[config.mk]
export PLATFORM = sky130hd
export DESIGN_NAME = evt3_event_stream_decoder_core
export DESIGN_NICKNAME = d
export VERILOG_FILES = /design/src/evt3_pkg.sv /design/src/evt3_front.sv /design/src/evt3_fifo.sv /design/src/evt3_back.sv /design/src/evt3_event_stream_decoder_core.sv
export SDC_FILE = /design/constraint.sdc
export NUM_CORES = 1
export LEC_CHECK = 0
export BUFFER_PORTS_ARGS = -buffer_cell sky130_fd_sc_hd__buf_2
export CAP_MARGIN = 40
export CORE_MARGIN = 4
export CORE_UTILIZATION = 40
export CTS_CLUSTER_DIAMETER = 100
export DETAILED_ROUTE_END_ITERATION = 6
export PLACE_DENSITY = 0.55
export SYNTH_ARGS = -nofsm -noshare
export SYNTH_HDL_FRONTEND = slang
export SYNTH_SLANG_ARGS = --single-unit
[constraint.sdc]
create_clock -name clk -period 6.4 [get_ports clk]
set_input_delay 1.28 -clock clk [delete_from_list [all_inputs] [get_ports clk]]
set_output_delay 1.28 -clock clk [all_outputs]
set_load 0.01 [all_outputs]
[src/evt3_pkg.sv]
// shared types and constants for the event stream decoder
`default_nettype none

package evt3_pkg;

  // stream word type codes, bits 15..12 of a word
  localparam logic [3:0] TYPE_Y      = 4'd0;
  localparam logic [3:0] TYPE_X      = 4'd2;
  localparam logic [3:0] TYPE_BASE_X = 4'd3;
  localparam logic [3:0] TYPE_VEC12  = 4'd4;
  localparam logic [3:0] TYPE_VEC8   = 4'd5;
  localparam logic [3:0] TYPE_TLOW   = 4'd6;
  localparam logic [3:0] TYPE_THIGH  = 4'd8;
  localparam logic [3:0] TYPE_IGN_A  = 4'd10;
  localparam logic [3:0] TYPE_IGN_B  = 4'd14;
  localparam logic [3:0] TYPE_IGN_C  = 4'd15;

  // result kind codes
  localparam logic KIND_EVENT = 1'b0;
  localparam logic KIND_ERROR = 1'b1;

  // vector lengths in columns
  localparam logic [15:0] VEC12_LEN = 16'd12;
  localparam logic [15:0] VEC8_LEN  = 16'd8;

  // parameter defaults
  localparam int STAMP_BITS_DEF  = 48;
  localparam int WRAP_BITS_DEF   = 24;
  localparam int QUEUE_DEPTH_DEF = 4;

  // one queued command: a run of events over the set mask bits, or one error item
  typedef struct packed {
    logic        kind;
    logic [15:0] base;
    logic [11:0] mask;
    logic [10:0] row;
    logic        pol;
  } cmd_t;

  localparam int CMD_BITS = $bits(cmd_t);

endpackage

`default_nettype wire

[src/evt3_front.sv]
// front end: accepts stream words, keeps decoder state, queues event runs and error items
`default_nettype none

module evt3_front
  import evt3_pkg::*;
#(
  parameter int STAMP_BITS = STAMP_BITS_DEF,
  parameter int WRAP_BITS  = WRAP_BITS_DEF
) (
  input  wire logic                  clk,
  input  wire logic                  rst,
  input  wire logic                  in_valid,
  output logic                       in_stall,
  input  wire logic [15:0]           word,
  input  wire logic                  q_full,
  output logic                       push,
  output cmd_t                       push_cmd,
  output logic [STAMP_BITS-1:0]      push_stamp
);

  localparam int UP_BITS   = WRAP_BITS + 13;
  localparam int FULL_BITS = UP_BITS + 12;

  logic [10:0]           row_held,      row_held_next;
  logic                  polarity_held, polarity_held_next;
  logic [15:0]           vector_base,   vector_base_next;
  logic [11:0]           low_field,     low_field_next;
  logic [11:0]           high_field,    high_field_next;
  logic [WRAP_BITS-1:0]  low_wraps,     low_wraps_next;
  logic [WRAP_BITS-1:0]  high_wraps,    high_wraps_next;
  logic [STAMP_BITS-1:0] stamp_held,    stamp_held_next;

  logic                  take;
  logic                  want_push;
  logic                  time_upd;
  logic [3:0]            wtype;
  logic [11:0]           field;
  logic [UP_BITS-1:0]    upper;
  logic [FULL_BITS-1:0]  full_stamp;
  cmd_t                  cmd;
  logic [STAMP_BITS-1:0] cmd_stamp;

  assign in_stall = q_full;
  assign take     = in_valid && !q_full;
  assign wtype    = word[15:12];
  assign field    = word[11:0];

  // word classification and next decoder state
  always_comb begin
    row_held_next      = row_held;
    polarity_held_next = polarity_held;
    vector_base_next   = vector_base;
    low_field_next     = low_field;
    high_field_next    = high_field;
    low_wraps_next     = low_wraps;
    high_wraps_next    = high_wraps;
    want_push          = 1'b0;
    time_upd           = 1'b0;
    cmd                = '0;
    cmd_stamp          = stamp_held;
    cmd.kind           = KIND_EVENT;
    cmd.base           = vector_base;
    cmd.row            = row_held;
    cmd.pol            = polarity_held;
    unique case (wtype)
      TYPE_Y: begin
        row_held_next = word[10:0];
      end
      TYPE_X: begin
        polarity_held_next = word[11];
        want_push          = 1'b1;
        cmd.base           = {5'b0, word[10:0]};
        cmd.mask           = 12'h001;
        cmd.pol            = word[11];
      end
      TYPE_BASE_X: begin
        polarity_held_next = word[11];
        vector_base_next   = {5'b0, word[10:0]};
      end
      TYPE_VEC12: begin
        cmd.mask         = word[11:0];
        want_push        = (word[11:0] != 12'h000);
        vector_base_next = vector_base + VEC12_LEN;
      end
      TYPE_VEC8: begin
        cmd.mask         = {4'b0, word[7:0]};
        want_push        = (word[7:0] != 8'h00);
        vector_base_next = vector_base + VEC8_LEN;
      end
      TYPE_TLOW: begin
        if (field < low_field) begin
          low_wraps_next = low_wraps + WRAP_BITS'(1);
        end
        low_field_next = field;
        time_upd       = 1'b1;
      end
      TYPE_THIGH: begin
        if (field < high_field) begin
          high_wraps_next = high_wraps + WRAP_BITS'(1);
        end
        high_field_next = field;
        time_upd        = 1'b1;
      end
      TYPE_IGN_A, TYPE_IGN_B, TYPE_IGN_C: begin
      end
      default: begin
        want_push = 1'b1;
        cmd.kind  = KIND_ERROR;
        cmd.base  = '0;
        cmd.mask  = 12'h001;
        cmd.row   = '0;
        cmd.pol   = 1'b0;
        cmd_stamp = '0;
      end
    endcase
  end

  // timestamp rebuild: low field sits below a sum shifted by twelve
  always_comb begin
    upper = {1'b0, high_wraps_next, 12'b0}
          + UP_BITS'(high_field_next)
          + UP_BITS'(low_wraps_next);
    full_stamp      = {upper, low_field_next};
    stamp_held_next = time_upd ? STAMP_BITS'(full_stamp) : stamp_held;
  end

  // decoder state registers
  always_ff @(posedge clk) begin
    if (rst) begin
      row_held      <= '0;
      polarity_held <= 1'b0;
      vector_base   <= '0;
      low_field     <= '0;
      high_field    <= '0;
      low_wraps     <= '0;
      high_wraps    <= '0;
      stamp_held    <= '0;
    end else if (take) begin
      row_held      <= row_held_next;
      polarity_held <= polarity_held_next;
      vector_base   <= vector_base_next;
      low_field     <= low_field_next;
      high_field    <= high_field_next;
      low_wraps     <= low_wraps_next;
      high_wraps    <= high_wraps_next;
      stamp_held    <= stamp_held_next;
    end
  end

  assign push       = take && want_push;
  assign push_cmd   = cmd;
  assign push_stamp = cmd_stamp;

endmodule

`default_nettype wire

[src/evt3_fifo.sv]
// short command queue between front and back end
`default_nettype none

module evt3_fifo
  import evt3_pkg::*;
#(
  parameter int WIDTH = CMD_BITS + STAMP_BITS_DEF,
  parameter int DEPTH = QUEUE_DEPTH_DEF
) (
  input  wire logic             clk,
  input  wire logic             rst,
  input  wire logic             push,
  input  wire logic [WIDTH-1:0] push_data,
  output logic                  full,
  output logic                  q_valid,
  input  wire logic             pop,
  output logic [WIDTH-1:0]      q_data
);

  localparam int PTR_BITS = (DEPTH > 1) ? $clog2(DEPTH) : 1;
  localparam int CNT_BITS = $clog2(DEPTH + 1);
  localparam logic [PTR_BITS-1:0] LAST_PTR = PTR_BITS'(DEPTH - 1);
  localparam logic [CNT_BITS-1:0] FULL_CNT = CNT_BITS'(DEPTH);

  logic [WIDTH-1:0]    slots [DEPTH];
  logic [PTR_BITS-1:0] wr_ptr;
  logic [PTR_BITS-1:0] rd_ptr;
  logic [CNT_BITS-1:0] count;
  logic                do_push;
  logic                do_pop;

  assign full    = (count == FULL_CNT);
  assign q_valid = (count != '0);
  assign do_push = push && !full;
  assign do_pop  = pop && q_valid;
  assign q_data  = slots[rd_ptr];

  // pointers and fill count
  always_ff @(posedge clk) begin
    if (rst) begin
      wr_ptr <= '0;
      rd_ptr <= '0;
      count  <= '0;
    end else begin
      if (do_push) begin
        wr_ptr <= (wr_ptr == LAST_PTR) ? '0 : wr_ptr + PTR_BITS'(1);
      end
      if (do_pop) begin
        rd_ptr <= (rd_ptr == LAST_PTR) ? '0 : rd_ptr + PTR_BITS'(1);
      end
      if (do_push && !do_pop) begin
        count <= count + CNT_BITS'(1);
      end else if (do_pop && !do_push) begin
        count <= count - CNT_BITS'(1);
      end
    end
  end

  // slot storage
  always_ff @(posedge clk) begin
    if (do_push) begin
      slots[wr_ptr] <= push_data;
    end
  end

endmodule

`default_nettype wire

[src/evt3_back.sv]
// back end: expands queued runs into items, one per cycle unless stalled
`default_nettype none

module evt3_back
  import evt3_pkg::*;
#(
  parameter int STAMP_BITS = STAMP_BITS_DEF
) (
  input  wire logic                  clk,
  input  wire logic                  rst,
  input  wire logic                  q_valid,
  input  wire cmd_t                  q_cmd,
  input  wire logic [STAMP_BITS-1:0] q_stamp,
  output logic                       pop,
  output logic                       out_valid,
  input  wire logic                  out_stall,
  output logic                       kind,
  output logic [15:0]                x_addr,
  output logic [10:0]                y_addr,
  output logic                       polarity,
  output logic [STAMP_BITS-1:0]      stamp,
  output logic                       last_of_run
);

  logic                  cur_valid;
  cmd_t                  cur;
  logic [STAMP_BITS-1:0] cur_stamp;
  logic                  out_load;
  logic                  fire;
  logic [3:0]            idx;
  logic [11:0]           rest;
  logic                  last;

  assign out_load = !out_valid || !out_stall;
  assign fire     = cur_valid && out_load;

  // lowest set mask bit and what remains after it
  always_comb begin
    idx = '0;
    for (int k = 11; k >= 0; k--) begin
      if (cur.mask[k]) begin
        idx = 4'(k);
      end
    end
    rest = cur.mask & (cur.mask - 12'd1);
    last = (rest == 12'd0);
  end

  assign pop = q_valid && (!cur_valid || (fire && last));

  // run control
  always_ff @(posedge clk) begin
    if (rst) begin
      cur_valid <= 1'b0;
      out_valid <= 1'b0;
    end else begin
      if (pop) begin
        cur_valid <= 1'b1;
      end else if (fire && last) begin
        cur_valid <= 1'b0;
      end
      if (out_load) begin
        out_valid <= fire;
      end
    end
  end

  // current run payload
  always_ff @(posedge clk) begin
    if (pop) begin
      cur       <= q_cmd;
      cur_stamp <= q_stamp;
    end else if (fire) begin
      cur.mask <= rest;
    end
  end

  // output register
  always_ff @(posedge clk) begin
    if (fire) begin
      kind        <= cur.kind;
      x_addr      <= cur.base + {12'b0, idx};
      y_addr      <= cur.row;
      polarity    <= cur.pol;
      stamp       <= cur_stamp;
      last_of_run <= last;
    end
  end

endmodule

`default_nettype wire

[src/evt3_event_stream_decoder_core.sv]
// evt3 event stream decoder, top level
// a word's first result passes a queue slot, the current run and the output register
// throughput: one word per cycle into the front end while in_stall is low; the back end
//   emits one result per cycle unless stalled, one for each set bit of a vector mask
// in_stall rises only when the command queue (4 entries by default) is full
// reset: synchronous, clears decoder state, queue and output valid
`default_nettype none

module evt3_event_stream_decoder_core
  import evt3_pkg::*;
#(
  parameter int STAMP_BITS  = STAMP_BITS_DEF,
  parameter int WRAP_BITS   = WRAP_BITS_DEF,
  parameter int QUEUE_DEPTH = QUEUE_DEPTH_DEF
) (
  input  wire logic                  clk,
  input  wire logic                  rst,
  input  wire logic                  in_valid,
  output logic                       in_stall,
  input  wire logic [15:0]           word,
  output logic                       out_valid,
  input  wire logic                  out_stall,
  output logic                       kind,
  output logic [15:0]                x_addr,
  output logic [10:0]                y_addr,
  output logic                       polarity,
  output logic [STAMP_BITS-1:0]      stamp,
  output logic                       last_of_run
);

  localparam int Q_WIDTH = CMD_BITS + STAMP_BITS;

  logic                  push;
  cmd_t                  push_cmd;
  logic [STAMP_BITS-1:0] push_stamp;
  logic                  q_full;
  logic                  q_valid;
  logic                  pop;
  logic [Q_WIDTH-1:0]    q_data;
  cmd_t                  q_cmd;
  logic [STAMP_BITS-1:0] q_stamp;

  // front end
  evt3_front #(
    .STAMP_BITS (STAMP_BITS),
    .WRAP_BITS  (WRAP_BITS)
  ) u_front (
    .clk        (clk),
    .rst        (rst),
    .in_valid   (in_valid),
    .in_stall   (in_stall),
    .word       (word),
    .q_full     (q_full),
    .push       (push),
    .push_cmd   (push_cmd),
    .push_stamp (push_stamp)
  );

  // command queue
  evt3_fifo #(
    .WIDTH (Q_WIDTH),
    .DEPTH (QUEUE_DEPTH)
  ) u_fifo (
    .clk       (clk),
    .rst       (rst),
    .push      (push),
    .push_data ({push_cmd, push_stamp}),
    .full      (q_full),
    .q_valid   (q_valid),
    .pop       (pop),
    .q_data    (q_data)
  );

  assign q_cmd   = cmd_t'(q_data[Q_WIDTH-1:STAMP_BITS]);
  assign q_stamp = q_data[STAMP_BITS-1:0];

  // back end
  evt3_back #(
    .STAMP_BITS (STAMP_BITS)
  ) u_back (
    .clk         (clk),
    .rst         (rst),
    .q_valid     (q_valid),
    .q_cmd       (q_cmd),
    .q_stamp     (q_stamp),
    .pop         (pop),
    .out_valid   (out_valid),
    .out_stall   (out_stall),
    .kind        (kind),
    .x_addr      (x_addr),
    .y_addr      (y_addr),
    .polarity    (polarity),
    .stamp       (stamp),
    .last_of_run (last_of_run)
  );

`ifndef SYNTHESIS
  // an error item is a lone result with cleared fields
  a_error_fields: assert property (@(posedge clk) disable iff (rst)
    out_valid && (kind == KIND_ERROR) |->
      last_of_run && (x_addr == 16'd0) && (y_addr == 11'd0) && (stamp == '0))
    else $error("error item with nonzero fields");

  // an accepted column word always queues a run
  a_x_queues: assert property (@(posedge clk) disable iff (rst)
    in_valid && !in_stall && (word[15:12] == TYPE_X) |-> push)
    else $error("column word did not queue an item");

  // the back end never pops an empty queue
  a_pop_nonempty: assert property (@(posedge clk) disable iff (rst)
    pop |-> q_valid)
    else $error("pop from empty queue");

  // a queue that was full and not popped stays full
  a_full_holds: assert property (@(posedge clk) disable iff (rst)
    q_full && !pop |=> q_full)
    else $error("queue lost an entry");
`endif

endmodule

`default_nettype wire

==> flow_summary.yaml, run 1 <==
status:
  status: "finished, final reports clean"
grt:
  number_of_antenna_violations_at_the_first_check_in_global_routing: 16
  grt_util_all_layers: 0.162
  grt_pass1_vias: 17156
  grt_start_max_net_pins: 84
  grt_pass1_wl_mm: 98.4
  global_route.overflow_total: 0
layout:
  layout.cells.most_common: "edfxtp_1"
  top_library_cells_by_usage_in_the_layout_fill_and_taps_aside: "edfxtp_1 (523), nand2_1 (188), dfxtp_1 (157), nor2_1 (144), a21oi_1 (112)"
  final_design_area_no_fill_um2: 33300
  drive_above_1_share: 0.171
  fin_nets: 2304
  flow.area_growth_from_synthesis_pct: 15.5
clock_network:
  cts_num_sinks: 682
  ctsLongestPathBuffers: 3
  cts_hold_buf: 0
  post_cts.repair.setup_buffers: 0
  tritoncts: "yes"
  tritoncts.num_buffers: 73
  clock-root-buffer: "clkbuf_16"
  worstSkewPairLatency_ns: 0.63
  post_cts_resized: 0
  clk_transition_reported_paths_ns: 0.06
  cts_max_level: 3
pwr:
  power.net_switching_mw: 3.18
  fraction_of_power_spent_switching_nets: 0.256
  power_leakage_nw: 11.7
  powerDensity_nw_per_um2: 374
  max-vdd-ir-drop_mv: 0.201
  clkPwrFrac: 0.371
  p_seq_frac: 0.479
  comb_power_frac: 0.150
  power_report.internal_total_mw: 9.27
  finalPower_mw: 12.5
drt:
  drt.antenna.violating_nets: 0
  route.detailed.drc: 0
  first_pass_iters: 4
  routedWlPerCell_um: 19.4
  route.vias.total: 17049
  finalWirelength_mm: 62.9
  first_iter_violations: 1169
  route.detailed.vias_per_inst: 5.26
synthesis:
  synthesis.yosys.warnings: 0
  async_flop_share: 0
  synth_largest_area_cell: "edfxtp_1"
  ys_types: 75
  synth-seq-cells: 682
  primary_ff_master_synth: "edfxtp_1"
  synth_fp_nets: 2197
  synth.avg_cell_area_um2: 13.7
  yosys.area.top_type_share: 0.544
  synth.yosys.seq_area_share: 0.655
  synth_enable_flop_cells: 523
  post_synth_instance_area_um2: 28800
  synth_top_cells_by_area: "edfxtp_1 (54%), dfxtp_1 (11%), mux4_2 (6.9%)"
  gate_count_after_technology_mapping: 2113
floorplanning:
  dieArea_um2: 76500
  die_h_um: 277
  die-width_um: 277
  core-area_um2: 71500
  ioPinCount: 100
  row_count: 98
  initial_utilization: 0.404
timing:
  finalSetupTns_ns: 0
  timing.max_slew.rel_slack: 0.417
  finalSetupViolCount: 0
  clock-skew-final_ns: 0.0283
  final-max-slew-violation-count: 0
  rsz0062_at_grt: "false"
  fmax_mhz: 179
  tightest_slew_ns: 0.875
  hold_violations: 0
  finalWorstSetupSlack_ns: 0.818
  finalWorstPathRequiredPeriod_ns: 5.58
  final_min_period_over_clock_period: 0.872
run:
  max_cap_violations: 0
worst_hold_path:
  hold_path_class: "reg -> reg"
setup_path:
  cp_slowest_stage_delay_ns: 0.77
  worst_setup_path_end_kind: "flip-flop"
  arrival_ns: 6.13
  worst-path-max-fanout: 13
  element_type_at_the_critical_path_start: "primary input"
  critical_path.cell_chain: "buf_2 -> ha_1 -> a21o_1 -> a21o_1 -> a21oi_1 -> o211ai_1 -> a21o_1 -> buf_4 -> nor3_1 -> xor2_1 -> ha_1 -> a21oi_1 -> o21ai_0 -> o21ai_1 -> o311ai_1 -> a221oi_1 -> nor2_1 -> maj3_1 -> a211o_1 -> nand3_1"
  setup.worst_path.class: "in -> reg"
  slowest_stage: "a221oi_1"
  path_common_cell: "a21o_1"
  cp.required_ns: 6.95
place:
  dpl-instance-area_um2: 30600
  hpwl_mm: 40.0
  post-place-ws_ns: 0.204
  finalWeightedCongestion: 0.864
  io_buffers: 99
==> flip-flops by register name (all words and copies together), names as in the netlist, 2 cells and up, named ones only <==
name / cells
u_back.cur: 41
u_back.cur_stamp: 48
u_back.stamp: 48
u_back.x_addr: 16
u_back.y_addr: 11
u_fifo.count: 3
u_fifo.rd_ptr: 2
u_fifo.slots: 356
u_fifo.wr_ptr: 2
u_front.high_field: 12
u_front.high_wraps: 24
u_front.low_field: 12
u_front.low_wraps: 24
u_front.row_held: 11
u_front.stamp_held: 48
u_front.vector_base: 16
==> worst max-delay path: cells and delay by family <==
kind,cells,cell delay [ns]
and+or+nand+nor,3,0.39
adders and majority gates,3,0.99
AOI/OAI and AO/OA,11,2.91
buffers and inverters,2,0.37
xor gates and xnor gates,1,0.18
==> routing by layer <==
layer | vias up | GRT usage | part of all wire
met5 | - | 0 | 0.0010
met4 | 10 | 0.0410 | 0.016
met3 | 87 | 0.0388 | 0.059
met2 | 361 | 0.261 | 0.47
met1 | 8494 | 0.222 | 0.45
li1 | 8097 | - | -
==> through the flow <==
stage	util	std cells	hold WS, ns
after global routing	0.466	3233	0.424
after global placement	0.427	3091	0.401
after CTS	0.466	3230	0.410
after floorplan	-	2113	0.400
after detailed placement	0.428	3095	0.405
final	0.466	3241	0.408
==> power groups by stage <==
stage	clock [mW]	combinational [mW]	sequential [mW]
after floorplan	0	1.19	6.04
final	4.63	1.86	5.96
after detailed placement	0	1.91	6.06
after global placement	0	1.82	6.08
after CTS	4.77	1.92	5.98
after global routing	4.96	2.06	6.04
==> cell type report <==
type	instances	area [µm²]
fillers	6279	38200
clock buffers	95	2010
well taps	950	1190
clock inverters	40	678
diodes	11	27.5
multi-input cells	1253	9330
inverters	61	230
repair buffers	149	976
flip-flops and latches	682	18900
==> final timing paths <==
check	startpoint	to	slack, ns	cells after the start
worst max-delay path	word[1]	u_front.stamp_held[38]	0.82	20
worst min-delay path	u_back.cur_stamp[36]	u_back.stamp[36]	0.41	0
worst max register to register	u_front.low_field[1]	u_front.stamp_held[38]	1.21	20
worst min register to register	u_back.cur_stamp[36]	u_back.stamp[36]	0.41	0
==> synth_stat cells (all sizes together) (3+ instances only) <==
library cell,number
a221oi,3
and4,4
a22o,14
mux2i,28
o211ai,11
or3,16
o311ai,5
nand2b,14
mux2,3
or4b,3
nor3b,6
nand4,24
o41ai,3
inv,60
edfxtp,523
a211oi,24
or2,8
nand3,50
nand2,188
mux4,89
a22oi,3
nor4,20
and2,78
and3,21
o22ai,3
a21o,26
buf,21
a31oi,14
nor2,146
clkbuf,96
xnor2,76
ha,61
nor3,30
o21bai,5
a21oi,112
xor2,46
nor4b,5
o2111ai,3
dfxtp,159
nor2b,16
o21ai,63
fa,3
a211o,3
==> kinds of logic after synthesis <==
| logic type | synth area share |
|---|---|
| AOI/OAI and AO/OA | 0.0674 |
| and+or+nand+nor | 0.108 |
| DFF | 0.655 |
| xor gates and xnor gates | 0.0370 |
| muxes | 0.0804 |
| adders and majority gates | 0.0292 |
| buffers and inverters | 0.0232 |
Power figures use the tool's default switching activity.
==> run 2, diff against run 1 <==
Clock period 6.4 ns to 7 ns, I/O delays scaled along.
==> run 2 against run 1 <==
Against the previous run:
- first-iteration DRC count shrank 13%
- non-clock buffer count shrank 12
- combinational power fell by 9.7%
- total power shrank 12%
- via count up 0.28%
- design area shrank 1.3%
- highest routed layer unchanged
- utilization decreased by 0.61 points
- clock power fell by 18%
- largest cell class unchanged
- largest power group unchanged
- cell count fell by 0.52%
==> flow_summary.yaml, run 2 (same netlist as run 1, synthesis figures left out) <==
place:
  finalWeightedCongestion: 0.841
  io_buffers: 99
  post-place-ws_ns: 0.574
  dpl-instance-area_um2: 30500
  place_inst: 3083
  hpwl_mm: 40.0
layout:
  share_of_the_core_filled_with_cells_in_the_final_layout: 0.460
  drive_above_1_share: 0.161
  layout.cells.most_common: "edfxtp_1"
  top_library_cells_by_usage_in_the_layout_fill_and_taps_aside: "edfxtp_1 (523), nand2_1 (188), dfxtp_1 (157), nor2_1 (144), a21oi_1 (112)"
  final.fill_count: 6254
  instances_no_fill: 3224
  top_register: "u_fifo.slots"
  final_design_area_no_fill_um2: 32900
  largest_reg_flops: 356
  flow.area_growth_from_synthesis_pct: 14.0
  fin_nets: 2293
setup_path:
  worstReg2RegEnd: "u_front.stamp_held[40]"
  cp.required_ns: 7.50
  worst-path-max-fanout: 20
  setup.worst_path.class: "in -> reg"
  worst_setup_path_end_kind: "flip-flop"
  element_type_at_the_critical_path_start: "primary input"
  arrival_ns: 6.40
  rr_worst_depth: 21
  regToRegStartpoint: "u_front.low_field[1]"
  reg2reg_slack_ns: 1.62
floorplanning:
  ioPinCount: 100
  row_count: 98
  initial_utilization: 0.404
  core-area_um2: 71500
  dieArea_um2: 76500
  die-width_um: 277
  die_h_um: 277
clock_network:
  post_cts.repair.setup_buffers: 0
  worstSkewPairLatency_ns: 0.61
  cts_hold_buf: 0
  ctsLongestPathBuffers: 3
  clock-root-buffer: "clkbuf_16"
  clk_transition_reported_paths_ns: 0.06
  cts_max_level: 3
  cts_num_sinks: 682
  tritoncts: "yes"
  post_cts_resized: 0
  tritoncts.num_buffers: 74
timing:
  finalWorstPathRequiredPeriod_ns: 5.90
  finalSetupViolCount: 0
  clock-skew-final_ns: 0.0175
  hold_violations: 0
  finalSetupTns_ns: 0
  finalWorstSetupSlack_ns: 1.10
  final.hold.worst_slack_ns: 0.415
  tightest_slew_ns: 0.872
  fmax_mhz: 169
  final-max-slew-violation-count: 0
  final_min_period_over_clock_period: 0.844
  timing.max_slew.rel_slack: 0.419
  rsz0062_at_grt: "false"
pwr:
  power_leakage_nw: 11.5
  finalPower_mw: 10.9
  p_seq_frac: 0.499
  clkPwrFrac: 0.347
  comb_power_frac: 0.154
  fraction_of_power_spent_switching_nets: 0.258
  max-vdd-ir-drop_mv: 0.232
  power.net_switching_mw: 2.81
  power_report.internal_total_mw: 8.10
  powerDensity_nw_per_um2: 332
drt:
  routedWlPerCell_um: 19.3
  drt.antenna.violating_nets: 0
  route.detailed.drc: 0
  first_iter_violations: 1019
  route.detailed.vias_per_inst: 5.30
  route.vias.total: 17097
  finalWirelength_mm: 62.2
  first_pass_iters: 5
grt:
  grt_start_max_net_pins: 74
  global_route.overflow_total: 0
  grt_pass1_vias: 16914
  grt_util_all_layers: 0.160
  grt_pass1_wl_mm: 97.6
  number_of_antenna_violations_at_the_first_check_in_global_routing: 13
worst_hold_path:
  whs_path_depth: 0
  start_point_of_the_worst_hold_path: "u_back.cur_stamp[9]"
  hold_path_class: "reg -> reg"
  hold_end: "u_back.stamp[9]"
run:
  max_cap_violations: 0
status:
  status: "finished, final reports clean"
[run 2: changes by cell type in the layout (fill, tap and decap cells not counted), moves of 2 or more]
cell and change:
buf_4 -11, bufinv_16 -11, clkbuf_1 +10, diode_2 -4
clkbuf_16 +2, clkinv_1 +2, clkinv_2 +2, clkinv_8 -2
inv_6 +2
[run 2: per-layer routing]
| metal | vias up | part of all wire | track usage |
|---|---|---|---|
| met1 | 8581 | 0.45 | 0.221 |
| met3 | 89 | 0.051 | 0.0320 |
| met2 | 365 | 0.47 | 0.260 |
| met4 | 8 | 0.019 | 0.0432 |
| met5 | - | 0.00096 | 0 |
| li1 | 8054 | - | - |
[run 2: power by group through the flow]
stage	Sequential (mW)	Clock (mW)	Combinational (mW)
after CTS	5.46	3.90	1.75
final	5.44	3.78	1.68
after global routing	5.51	4.07	1.87
after global placement	5.55	0	1.65
after floorplan	5.52	0	1.09
after detailed placement	5.53	0	1.74
[run 2: area by class of cell]
class | count | area [µm²] | share of cell area
Sequential cell | 682 | 18900 | 0.574
Multi-Input combinational cell | 1253 | 9330 | 0.283
Clock buffer | 106 | 2080 | 0.0634
Tap cell | 950 | 1190 | 0.0361
Timing Repair Buffer | 137 | 873 | 0.0266
Clock inverter | 28 | 279 | 0.00848
Inverter | 61 | 230 | 0.00700
Antenna cell | 7 | 17.5 | 0.000533
[run 2: worst max path at each step]
stage | start | end | depth (start not counted)
2_1_floorplan | word[0] | u_front.stamp_held[38] | 21
5_1_grt | word[5] | u_front.stamp_held[40] | 21
3_5_place_dp | word[1] | u_front.stamp_held[40] | 21
4_1_cts | word[1] | u_front.stamp_held[40] | 21
6_report | word[1] | u_front.stamp_held[40] | 21
3_3_place_gp | word[1] | u_front.stamp_held[40] | 21
[run 2: worst max-delay path: stages]
cell and delay, ns:
buf_2 0.12, ha_1 0.28, a21o_1 0.16, a21o_1 0.17, a21oi_1 0.17, o211ai_1 0.13
a21o_1 0.39, buf_4 0.29, nor3_1 0.23, xor2_1 0.10, ha_1 0.39, nand2_1 0.14
o21ai_0 0.21, o21ai_1 0.16, o311ai_1 0.60, a221oi_1 0.17, buf_4 0.20, nor4b_2 0.50
inv_2 0.09, or4_1 0.41, o311ai_1 0.08
==> run 3, diff against run 2 <==
Settings changed: ABC_AREA set to 1, PLACE_DENSITY 0.55 to 0.58.
Clock period 7 ns to 4.81 ns, I/O delays scaled along.
==> run 3 against run 2 <==
Against the previous run:
- via count up 22%
- setup slack worse by 0.46 ns
- design area up 4.2%
- clock power up 56%
- sequential share of layout area down 2.3 points
- worst hold slack worse by 0.00091 ns
- utilization up 0.71 points
- clock skew up 0.0040 ns
- register-to-register slack worse by 0.88 ns
- sequential power up 54%
- area after synthesis up 3.1%
- combinational power rose to 2.8 times the previous value
- critical endpoint is now u_front.stamp_held[46]
==> flow_summary.yaml, run 3 <==
drt:
  detailroute.wirelength.met2_mm: 34.6
  first_iter_violations: 1757
  drt.antenna.violating_nets: 0
  routed-wl-met3_mm: 3.81
  finalWirelength_mm: 74.1
  first_pass_iters: 6
  routedWlPerCell_um: 18.5
  route.detailed.vias_per_inst: 5.21
  route.vias.total: 20839
  route.layer.met1.wl_mm: 34.2
  route.detailed.drc: 0
  top_layer_reached_by_signal_wires: "met4"
setup_path:
  worst_path_dominant_cell_family: "simple AND/OR/NAND/NOR gates"
  cp.required_ns: 5.32
  arrival_ns: 4.68
  worstPathBufferInverterCount: 4
  cp_slowest_stage_delay_ns: 0.41
  critical_path.cell_chain: "buf_2 -> ha_1 -> a21boi_0 -> o211ai_1 -> nand2_1 -> nand3_1 -> nand2_1 -> nor2_4 -> buf_12 -> nand2_1 -> xor2_1 -> ha_1 -> a21oi_1 -> o21ai_0 -> a21oi_1 -> o21ai_0 -> nor2_1 -> buf_4 -> nor2_4 -> nand4_1 -> nand2_1 -> nand3_1 -> nand2_1 -> inv_1"
  worst_setup_path_end_kind: "flip-flop"
  element_type_at_the_critical_path_start: "primary input"
  setup.worst_path.class: "in -> reg"
  path_common_cell: "nand2_1"
  worst-path-max-fanout: 18
  slowest_stage: "ha_1"
run:
  max_cap_violations: 0
synthesis:
  async_flop_share: 0
  synth.top_cells.by_count: "edfxtp_1 (523), nor2_1 (387), o21ai_0 (340), inv_1 (335), nand2_1 (300)"
  synth.yosys.seq_area_share: 0.635
  synth_enable_flop_cells: 523
  synth_fp_nets: 2945
  ys_types: 58
  synth.avg_cell_area_um2: 10.4
  yosys.area.top_type_share: 0.528
  synth-seq-cells: 682
  synth_top_cells_by_area: "edfxtp_1 (53%), dfxtp_1 (11%), o21ai_0 (5.7%)"
  synth_most_common_cell: "edfxtp_1"
  gate_count_after_technology_mapping: 2861
  synthesis.yosys.warnings: 0
  primary_ff_master_synth: "edfxtp_1"
  post_synth_instance_area_um2: 29800
  synth_largest_area_cell: "edfxtp_1"
clock_network:
  post_cts_resized: 0
  worstSkewPairLatency_ns: 0.62
  cts_hold_buf: 0
  ctsLongestPathBuffers: 3
  tritoncts: "yes"
  post_cts.repair.setup_buffers: 0
  clk_transition_reported_paths_ns: 0.06
  cts_num_sinks: 682
  clock-root-buffer: "clkbuf_16"
  tritoncts.num_buffers: 73
  cts_max_level: 3
timing:
  finalWorstSetupSlack_ns: 0.638
  hold_violations: 0
  tightest_slew_ns: 0.910
  finalWorstPathRequiredPeriod_ns: 4.17
  timing.max_slew.rel_slack: 0.392
  clock-skew-final_ns: 0.0215
  final_min_period_over_clock_period: 0.867
  finalSetupViolCount: 0
  fmax_mhz: 240
  final-max-slew-violation-count: 0
  rsz0062_at_grt: "false"
  finalSetupTns_ns: 0
  final.hold.worst_slack_ns: 0.414
layout:
  share_of_the_core_filled_with_cells_in_the_final_layout: 0.467
  fin_nets: 3062
  final.fill_count: 6802
  layout.cells.most_common: "edfxtp_1"
  instances_no_fill: 4001
  top_register: "u_fifo.slots"
  top_library_cells_by_usage_in_the_layout_fill_and_taps_aside: "edfxtp_1 (523), nor2_1 (382), o21ai_0 (340), inv_1 (333), nand2_1 (300)"
  flow.area_growth_from_synthesis_pct: 15.2
  final_design_area_no_fill_um2: 34300
  drive_above_1_share: 0.121
  largest_reg_flops: 356
grt:
  grt_pass1_wl_mm: 115
  grt_util_all_layers: 0.186
  grt_start_max_net_pins: 103
  global_route.overflow_total: 0
  grt_pass1_vias: 20186
  number_of_antenna_violations_at_the_first_check_in_global_routing: 4
place:
  post-place-ws_ns: 0.110
  finalWeightedCongestion: 0.875
  dpl-instance-area_um2: 31700
  io_buffers: 99
  hpwl_mm: 49.1
  place_inst: 3862
pwr:
  fraction_of_power_spent_switching_nets: 0.317
  comb_power_frac: 0.246
  finalPower_mw: 18.9
  p_seq_frac: 0.443
  powerDensity_nw_per_um2: 552
  power.net_switching_mw: 5.99
  clkPwrFrac: 0.312
  power_report.internal_total_mw: 12.9
  max-vdd-ir-drop_mv: 0.489
  power_leakage_nw: 12.9
floorplanning:
  die_h_um: 281
  ioPinCount: 100
  initial_utilization: 0.406
  row_count: 99
  core-area_um2: 73300
  die-width_um: 281
  dieArea_um2: 78800
status:
  status: "finished, final reports clean"
worst_hold_path:
  hold_path_class: "reg -> reg"
==> run 3: power groups by stage <==
stage | clock network [mW] | registers (mW) | logic (mW)
6_report | 5.89 | 8.37 | 4.64
5_1_grt | 6.29 | 8.48 | 5.21
4_1_cts | 6.03 | 8.38 | 4.71
3_5_place_dp | 0 | 8.50 | 4.68
3_3_place_gp | 0 | 8.46 | 4.53
2_1_floorplan | 0 | 8.46 | 2.94
==> run 3: kinds of logic after synthesis <==
kind of cell	count (synthesis)	share of synthesized area
buf+inv	475	0.0616
flops	682	0.635
simple gates	873	0.127
fa+ha+maj	64	0.0277
xor+xnor	59	0.0174
compound gates	708	0.132
==> run 3: layout make-up <==
cell class	count	area, µm²	share of cell area
tap	959	1200	0.0350
inverter	352	1330	0.0387
multi-input combinational	1704	9090	0.265
timing repair buffer	165	1210	0.0352
clock inverter	32	479	0.0140
sequential	682	18900	0.551
clock buffer	102	2060	0.0601
antenna	5	12.5	0.000365
==> run 3: worst reg2reg max path: stages, from the launching register on <==
cell	delay (ns)
dfxtp_1	0.42
nand3_1	0.15
nor3_1	0.28
nand2_1	0.19
nor4_2	0.31
nand3b_1	0.19
nor4_1	0.35
nand3_1	0.12
nand2_1	0.21
inv_1	0.08
ha_1	0.35
nand2_1	0.10
nor2_1	0.13
nand2_1	0.08
nor2_1	0.09
nand2_1	0.06
inv_1	0.06
nor2_1	0.04
buf_4	0.15
nor2_4	0.18
nand4_1	0.14
nand2_1	0.09
nand3_1	0.07
nand2_1	0.08
inv_1	0.04
==> run 3: layer usage <==
| metal | global-route usage | up-vias |
|---|---|---|
| met4 | 0.0551 | 0 |
| met5 | 0 | - |
| li1 | - | 10147 |
| met3 | 0.0290 | 106 |
| met1 | 0.260 | 10067 |
| met2 | 0.302 | 519 |
==> run 3: final timing paths <==
| kind | from | to | slack, ns | cells past startpoint |
|---|---|---|---|---|
| worst max-delay path | word[1] | u_front.stamp_held[46] | 0.64 | 24 |
| worst min register to register | u_back.cur_stamp[12] | u_back.stamp[12] | 0.41 | 0 |
| worst max register to register | u_front.low_wraps[0] | u_front.stamp_held[46] | 0.74 | 24 |
| worst min-delay path | u_back.cur_stamp[12] | u_back.stamp[12] | 0.41 | 0 |
